### src/sv/altp_pkg.sv
// ----------------------------------------------------------------------------
// altp_pkg
// Shared types and constants for the absolute loader tape parser.
// ----------------------------------------------------------------------------
package altp_pkg;

    localparam int ADDR_BITS_DEFAULT = 16;

    localparam logic [7:0]  SYNC_FIRST_BYTE  = 8'd1;
    localparam logic [7:0]  SYNC_SECOND_BYTE = 8'd0;
    localparam logic [15:0] END_ADDRESS      = 16'd1;
    localparam logic [15:0] BLOCK_OVERHEAD   = 16'd6;

    typedef enum logic [3:0] {
        PH_SYNC1  = 4'd0,
        PH_SYNC0  = 4'd1,
        PH_CNT_LO = 4'd2,
        PH_CNT_HI = 4'd3,
        PH_ADR_LO = 4'd4,
        PH_ADR_HI = 4'd5,
        PH_DAT_LO = 4'd6,
        PH_DAT_HI = 4'd7,
        PH_CHECK  = 4'd8
    } phase_t;

    typedef enum logic [1:0] {
        EV_WRITE = 2'd0,
        EV_DONE  = 2'd1,
        EV_ERROR = 2'd2
    } event_kind_t;

    typedef struct packed {
        logic [7:0] tape_byte;
        logic       end_of_tape;
    } tape_item_t;

endpackage

### src/sv/altp_in_reg.sv
// ----------------------------------------------------------------------------
// altp_in_reg
// Input register holding one tape transaction until the parser takes it.
// ----------------------------------------------------------------------------
module altp_in_reg
    import altp_pkg::*;
(
    input  logic       aclk,
    input  logic       aresetn,
    input  logic       s_valid,
    output logic       s_ready,
    input  tape_item_t s_item,
    output logic       item_valid,
    output tape_item_t item,
    input  logic       item_take
);

    logic       valid_reg;
    logic       valid_next;
    tape_item_t item_reg;

    assign s_ready    = !valid_reg || item_take;
    assign item_valid = valid_reg;
    assign item       = item_reg;

    always_comb begin
        valid_next = valid_reg;
        if (s_valid && s_ready) begin
            valid_next = 1'b1;
        end else if (item_take) begin
            valid_next = 1'b0;
        end
    end

    always_ff @(posedge aclk) begin
        if (!aresetn) begin
            valid_reg <= 1'b0;
        end else begin
            valid_reg <= valid_next;
        end
    end

    always_ff @(posedge aclk) begin
        if (s_valid && s_ready) begin
            item_reg <= s_item;
        end
    end

endmodule

### src/sv/altp_parser.sv
// ----------------------------------------------------------------------------
// altp_parser
// Block format phase machine with checksum adder and the result register.
// ----------------------------------------------------------------------------
module altp_parser
    import altp_pkg::*;
#(
    parameter int ADDR_BITS = ADDR_BITS_DEFAULT
)
(
    input  logic        aclk,
    input  logic        aresetn,
    input  logic        item_valid,
    input  tape_item_t  item,
    output logic        item_take,
    output logic        m_valid,
    input  logic        m_ready,
    output logic [1:0]  m_event_kind,
    output logic [15:0] m_word_address,
    output logic [15:0] m_word_data
);

    localparam logic [15:0] ADDR_MASK = 16'((32'd1 << ADDR_BITS) - 32'd1);

    phase_t      phase_reg, phase_next;
    logic [7:0]  sum_reg, sum_next;
    logic [15:0] count_reg, count_next;
    logic [15:0] load_reg, load_next;
    logic [7:0]  low_reg, low_next;
    logic        halted_reg, halted_next;

    logic        out_valid_reg, out_valid_next;
    event_kind_t kind_reg, kind_next;
    logic [15:0] waddr_reg, waddr_next;
    logic [15:0] wdata_reg, wdata_next;

    logic        has_result;
    logic [7:0]  b;
    logic [7:0]  sum_add;
    logic [15:0] addr_full;
    logic [15:0] count_less;
    logic [15:0] count_dec;

    assign item_take      = item_valid && (!out_valid_reg || m_ready);
    assign m_valid        = out_valid_reg;
    assign m_event_kind   = kind_reg;
    assign m_word_address = waddr_reg;
    assign m_word_data    = wdata_reg;

    assign b          = item.tape_byte;
    assign sum_add    = sum_reg + b;
    assign addr_full  = {b, load_reg[7:0]};
    assign count_less = count_reg - BLOCK_OVERHEAD;
    assign count_dec  = count_reg - 16'd1;

    always_comb begin
        phase_next  = phase_reg;
        sum_next    = sum_reg;
        count_next  = count_reg;
        load_next   = load_reg;
        low_next    = low_reg;
        halted_next = halted_reg;
        has_result  = 1'b0;
        kind_next   = EV_WRITE;
        waddr_next  = 16'd0;
        wdata_next  = 16'd0;

        if (item_take && !halted_reg) begin
            if (item.end_of_tape) begin
                has_result  = 1'b1;
                halted_next = 1'b1;
                phase_next  = PH_SYNC1;
                case (phase_reg)
                    PH_CNT_LO, PH_CNT_HI, PH_ADR_LO, PH_ADR_HI,
                    PH_DAT_LO, PH_DAT_HI, PH_CHECK: begin
                        kind_next = EV_ERROR;
                    end
                    default: begin
                        kind_next = EV_DONE;
                    end
                endcase
            end else begin
                case (phase_reg)
                    PH_SYNC0: begin
                        sum_next   = sum_add;
                        phase_next = (b == SYNC_SECOND_BYTE) ? PH_CNT_LO : PH_SYNC1;
                    end
                    PH_CNT_LO: begin
                        sum_next   = sum_add;
                        count_next = {8'd0, b};
                        phase_next = PH_CNT_HI;
                    end
                    PH_CNT_HI: begin
                        sum_next   = sum_add;
                        count_next = {b, count_reg[7:0]};
                        phase_next = PH_ADR_LO;
                    end
                    PH_ADR_LO: begin
                        sum_next   = sum_add;
                        load_next  = {8'd0, b};
                        phase_next = PH_ADR_HI;
                    end
                    PH_ADR_HI: begin
                        sum_next  = sum_add;
                        load_next = addr_full;
                        if (addr_full == END_ADDRESS) begin
                            has_result  = 1'b1;
                            halted_next = 1'b1;
                            kind_next   = EV_DONE;
                            phase_next  = PH_SYNC1;
                        end else if (count_reg == 16'd0) begin
                            phase_next = PH_SYNC1;
                        end else if (count_less[0]) begin
                            has_result  = 1'b1;
                            halted_next = 1'b1;
                            kind_next   = EV_ERROR;
                            phase_next  = PH_SYNC1;
                        end else begin
                            count_next = {1'b0, count_less[15:1]};
                            load_next  = {1'b0, addr_full[15:1]} & ADDR_MASK;
                            phase_next = (count_less[15:1] == 15'd0) ? PH_CHECK : PH_DAT_LO;
                        end
                    end
                    PH_DAT_LO: begin
                        sum_next   = sum_add;
                        low_next   = b;
                        phase_next = PH_DAT_HI;
                    end
                    PH_DAT_HI: begin
                        sum_next   = sum_add;
                        has_result = 1'b1;
                        kind_next  = EV_WRITE;
                        waddr_next = load_reg & ADDR_MASK;
                        wdata_next = {b, low_reg};
                        load_next  = (load_reg + 16'd1) & ADDR_MASK;
                        count_next = count_dec;
                        phase_next = (count_dec == 16'd0) ? PH_CHECK : PH_DAT_LO;
                    end
                    PH_CHECK: begin
                        sum_next   = sum_add;
                        phase_next = PH_SYNC1;
                        if (sum_add != 8'd0) begin
                            has_result  = 1'b1;
                            halted_next = 1'b1;
                            kind_next   = EV_ERROR;
                        end
                    end
                    default: begin
                        phase_next = PH_SYNC1;
                        if (b == SYNC_FIRST_BYTE) begin
                            sum_next   = SYNC_FIRST_BYTE;
                            phase_next = PH_SYNC0;
                        end
                    end
                endcase
            end
        end

        if (has_result) begin
            out_valid_next = 1'b1;
        end else if (m_ready) begin
            out_valid_next = 1'b0;
        end else begin
            out_valid_next = out_valid_reg;
        end
    end

    always_ff @(posedge aclk) begin
        if (!aresetn) begin
            phase_reg     <= PH_SYNC1;
            sum_reg       <= 8'd0;
            count_reg     <= 16'd0;
            load_reg      <= 16'd0;
            low_reg       <= 8'd0;
            halted_reg    <= 1'b0;
            out_valid_reg <= 1'b0;
        end else begin
            phase_reg     <= phase_next;
            sum_reg       <= sum_next;
            count_reg     <= count_next;
            load_reg      <= load_next;
            low_reg       <= low_next;
            halted_reg    <= halted_next;
            out_valid_reg <= out_valid_next;
        end
    end

    always_ff @(posedge aclk) begin
        if (has_result) begin
            kind_reg  <= kind_next;
            waddr_reg <= waddr_next;
            wdata_reg <= wdata_next;
        end
    end

endmodule

### src/sv/absolute_loader_tape_parser_core.sv
// ----------------------------------------------------------------------------
// absolute_loader_tape_parser_core
// Parses an absolute loader paper tape byte stream into word writes,
// a finish event or a format error event.
//
//   Channel  Direction  Payload
//   s_       in         s_tape_byte, s_end_of_tape
//   m_       out        m_event_kind, m_word_address, m_word_data
//
// One tape byte is accepted per cycle unless the result register stalls; a
// result is presented once its byte has passed from the input register
// through the phase machine and byte adder into the result register.
// Synchronous active-low reset returns to sync search and clears the halt.
// A stalled result register holds the input register, which then stalls s_.
// ----------------------------------------------------------------------------
module absolute_loader_tape_parser_core
    import altp_pkg::*;
#(
    parameter int ADDR_BITS = ADDR_BITS_DEFAULT
)
(
    input  logic        aclk,
    input  logic        aresetn,
    input  logic        s_valid,
    output logic        s_ready,
    input  logic [7:0]  s_tape_byte,
    input  logic        s_end_of_tape,
    output logic        m_valid,
    input  logic        m_ready,
    output logic [1:0]  m_event_kind,
    output logic [15:0] m_word_address,
    output logic [15:0] m_word_data
);

    tape_item_t s_item;
    tape_item_t item;
    logic       item_valid;
    logic       item_take;

    assign s_item.tape_byte   = s_tape_byte;
    assign s_item.end_of_tape = s_end_of_tape;

    altp_in_reg u_in_reg (
        .aclk       (aclk),
        .aresetn    (aresetn),
        .s_valid    (s_valid),
        .s_ready    (s_ready),
        .s_item     (s_item),
        .item_valid (item_valid),
        .item       (item),
        .item_take  (item_take)
    );

    altp_parser #(
        .ADDR_BITS (ADDR_BITS)
    ) u_parser (
        .aclk           (aclk),
        .aresetn        (aresetn),
        .item_valid     (item_valid),
        .item           (item),
        .item_take      (item_take),
        .m_valid        (m_valid),
        .m_ready        (m_ready),
        .m_event_kind   (m_event_kind),
        .m_word_address (m_word_address),
        .m_word_data    (m_word_data)
    );

endmodule
### config.mk
export PLATFORM = sky130hd
export DESIGN_NAME = absolute_loader_tape_parser_core
export DESIGN_NICKNAME = d
export VERILOG_FILES = /design/src/sv/altp_pkg.sv /design/src/sv/altp_in_reg.sv /design/src/sv/altp_parser.sv /design/src/sv/absolute_loader_tape_parser_core.sv
export SDC_FILE = /design/constraint.sdc
export NUM_CORES = 1
export LEC_CHECK = 0
export BUFFER_PORTS_ARGS = -buffer_cell sky130_fd_sc_hd__buf_2
export CAP_MARGIN = 20
export CORE_AREA = 2 2 112 114
export CTS_BUF_LIST = sky130_fd_sc_hd__clkbuf_4 sky130_fd_sc_hd__clkbuf_8
export DETAILED_ROUTE_END_ITERATION = 7
export DIE_AREA = 0 0 114 116
export GPL_TIMING_DRIVEN = 0
export PLACE_DENSITY = 0.72
export SETUP_SLACK_MARGIN = 0.3
export SYNTH_ARGS = -nofsm -noshare
export SYNTH_HDL_FRONTEND = slang
export SYNTH_SLANG_ARGS = --single-unit
### constraint.sdc
create_clock -name aclk -period 4.6 [get_ports aclk]
set_clock_uncertainty 0.05 [all_clocks]
set_input_delay 0.23 -clock aclk [delete_from_list [all_inputs] [get_ports aclk]]
set_output_delay 0.23 -clock aclk [all_outputs]
set_load 0.02 [all_outputs]
==> run summary <==
The post-synthesis to final-layout area growth is 11.6%, and the reg2reg setup slack is 0.99 ns. The ratio of total power to cell area came out at 231 nW/µm². The final layout contains 725 nets.

The number of distinct library cells after synthesis is 87, and the maximum number of pins on one net before global-route repair is 35. The HPWL after detailed placement is 11.3 mm. Cell with the most instances after synthesis: nor2_1. Internal power comes to 1140 µW. CTS built an H-tree with a depth of 3. After detailed routing, the average wire length per cell comes to 19.3 µm. Along the worst path, the maximum fanout reaches 34.

STA classifies the critical path startpoint as a flop. The fraction of synthesis flops using an asynchronous set or reset pin was 0%. The highest metal layer carrying signal wires in the routed design is met4. The logs give 25.2% for the combined global-route utilization of all metal layers and 43.9% for the worst slew slack as a fraction of its limit. After global routing the overflow that remains totals 0. 0 antenna diodes ended up in the layout. The logs give 0 for the number of nets with antenna violations after detailed routing and 0.00261 µW for the leakage power total.

The slowest stage of the critical path belongs to the cell o31a_2. Across the VDD grid, the largest voltage drop is 0.000141 V. The run gives 49 as the count of pins on the block boundary. Wire segments on met3 add up to 989 µm in the final route. The setup-violating endpoint count in the final report is 0, and the post-synthesis average cell area is 9.44 µm². The hold buffer count at cts was 9. The total number of placement rows was 40. The via count of the first global-routing pass was 4792. In this run, placement finished with an instance count of 822.

The maximum clock rate was 277 MHz; the number of fillers in the final layout was 1093. In this run, flip-flops and latches consume 60.9% of the power. Summing all multi-input logic gate instances after layout gives 3220 µm².

The tools report the number of gates resized after CTS as 0. The longest individual stage delay on the worst path is 0.77 ns. The count of input and output buffers works out to 47. Of the cells placed in the final design, the portion with a size suffix greater than 1 is 18.9%. TritonCTS created 9 clock buffers. The analysis attributes to net switching a power of 388 µW.

Setup total negative slack on the finished layout was measured at 0 ns. Y dimension of the die: 116 µm. After clock tree synthesis, the clock-pin slew on the worst setup and hold paths is 0.09 ns. The initial utilization of the core area, before any placement, comes to 49.8%. The count of flip-flops with a built-in enable after synthesis was 43. The worst min-delay path class was primary input to flop. The arrival time reported for the critical path endpoint came out at 3.58 ns. The top cell type by area accounts for 21.8% of the synthesized area.

Dominant cell type by area after synthesis: edfxtp_1. The pre-antenna-repair detailed-routing pass consisted of 6 iterations. The number of standard cells in the layout, taps in and fillers out was 847. The number of antenna violations at the first check in global routing was 0; the clock network power share was 34.2%. The most used flip-flop cell after synthesis is dfxtp_1. The core region is 11900 µm². Ranked by instance count, the synthesized netlist is headed by nor2_1 (67), dfxtp_1 (55), nand2_1 (44). Among the stages of the critical path, the cell type that occurs most often is a21oi_1.

In the final routing, the length of wire on met1 measures 7.03 mm. Synthesis handed over a netlist of 628 instances. Setup repair after global routing left no endpoint under its margin. In this run switching power makes up 25.4% of total power.

Walking the worst path, the cells encountered are fa_1, a21oi_1, o211ai_1, a21oi_1, xnor2_1, inv_1, a31oi_1, o31a_2. The pre-CTS worst setup slack is 1.01 ns, and the number of maximum-capacitance violations is 0. Summing all flip-flop and latch instances after layout gives 2390 µm². For this run, design rule violations remaining after detail routing come to 0. The worst setup path is captured at a flop. The die span in x was 114 µm. The logs give 16.3 mm for the final routed wirelength across all metal layers and 13200 µm² for the die area.

The flow ran to the end, and the final reports show no timing, DRC or antenna violations. The number of pins exceeding their max-slew limit in the final report was 0; the part of the power in combinational logic was 4.9%. Ranked by total cell area, the synthesized netlist is headed by edfxtp_1 (22%), dfxtp_1 (19%), nor2_1 (4.2%). The per-cell via count in the routed design is 6.12.

The worst path needs 3.61 ns of the cycle, external delays included. At the pin with the least slew margin, the transition time is 0.841 ns. In this run, synthesis produced a sequential element count of 98. The critical path required time is 4.57 ns, and the number of DRC violations after detailed-routing iteration 0 is 452. Setup slack closes at 0.992 ns. The Yosys warning count was 0. After layout, the worst path uses 78.4% of the clock period. The number of hold violations in the final report is 0. The clock reaches the later pin of the worst-skew pair after 0.39 ns. The number of clock sinks seen by CTS came out at 98.

The buffer depth of the longest clock path is 2, and the overall via count from detail_route is 5184. For the count of buffers added by post-CTS timing repair for setup, the log shows 0. The buffer cell driving the clock tree root was clkbuf_8.

The first global-routing pass estimated 25.8 mm of wire. The tools report the routability congestion estimate as 0.942. Summing every instance area after synthesis gives 5930 µm².

TritonCTS built the clock tree. Startpoint-to-endpoint class of the critical path: flop to flop. Wire segments on met2 add up to 7.86 mm in the final route.

The share of the yosys chip area belonging to registers is 40.3%, and the number of nets in the synthesized netlist is 658.
==> power by group through the flow <==
stage	Sequential, µW	Clock, µW	Combinational [µW]
finish	931	522	75.2
global route	932	560	81.0
CTS	930	531	74.6
detailed placement	951	0	68.5
global placement	951	0	65.9
floorplan	945	0	40.5
==> layer usage <==
metal	vias up	global-route usage (%)
met3	31	3.45
met1	2471	33.3
met4	0	9.59
met5	-	0
met2	213	42.4
li1	2469	-
==> cells in the final DEF, fill, tap and decap left out, types with 6 or more instances in the layout <==
cell | netlist | final
a211oi_1 | 11 | 11
nand2_1 | 44 | 44
edfxtp_1 | 43 | 43
a221oi_1 | 9 | 9
nand4_1 | 6 | 6
inv_1 | 17 | 17
nor2_1 | 67 | 67
ha_1 | 16 | 16
a31oi_1 | 6 | 6
dfxtp_1 | 55 | 55
xor2_1 | 16 | 16
a222oi_1 | 6 | 6
dlygate4sd3_1 | 0 | 9
nand3_1 | 16 | 16
buf_6 | 7 | 7
a22oi_1 | 10 | 10
o21ai_0 | 23 | 23
nor3_1 | 16 | 16
mux2i_1 | 11 | 11
o211ai_1 | 8 | 8
clkbuf_8 | 0 | 9
and3_1 | 32 | 32
clkbuf_1 | 23 | 23
buf_2 | 14 | 61
a21oi_1 | 31 | 31
xnor2_1 | 19 | 19
and2_1 | 6 | 6
nor3_2 | 8 | 8
==> per-stage QoR <==
stage                     hold slack (ns)  total power [µW]  cell area [µm²]  util [%]
after floorplan                     0.279               986             5930         -
after detailed placement            0.359              1020             6350      53.3
final                              0.0118              1530             6620      55.5
after global routing               0.0394              1570             6620      55.5
after CTS                         0.00208              1540             6620      55.5
after global placement              0.357              1020             6350      53.3
==> final cells by class <==
class	count	share of cell area [%]
multi-input combinational	464	48.6
clock buffer	9	1.87
timing repair buffer	56	4.92
tap	147	2.78
inverter	18	1.02
buffer	48	3.86
clock inverter	7	0.775
sequential	98	36.2
==> path summary, 6_finish.rpt <==
| kind | start | to | cells past startpoint |
|---|---|---|---|
| setup / recovery | u_in_reg.item[2]$_DFFE_PP_ | u_parser.m_word_address[3]$_SDFFCE_PP0P_ | 8 |
| hold / removal | s_valid | u_in_reg.item_valid$_SDFFE_PN0P_ | 3 |
| setup reg to reg | u_in_reg.item[2]$_DFFE_PP_ | u_parser.m_word_address[3]$_SDFFCE_PP0P_ | 8 |
| hold reg to reg | u_parser.sum_reg[7]$_SDFFE_PN0P_ | u_parser.sum_reg[7]$_SDFFE_PN0P_ | 2 |
==> cell families after synthesis <==
kind of cell / share of synthesized area (%)
simple gates: 22.6
mux: 1.86
compound gates: 20.8
flops: 40.3
fa+ha+maj: 3.71
xor+xnor: 5.17
buf+inv: 5.44
==> critical path, delay by kind of cell (launching register included) <==
family	cells	cell delay, ns
buffers and inverters	1	0.07
adders and majority gates	1	0.55
AOI/OAI and AO/OA	5	1.68
DFF	1	0.67
xor gates and xnor gates	1	0.20
Power figures use the tool's default switching activity.
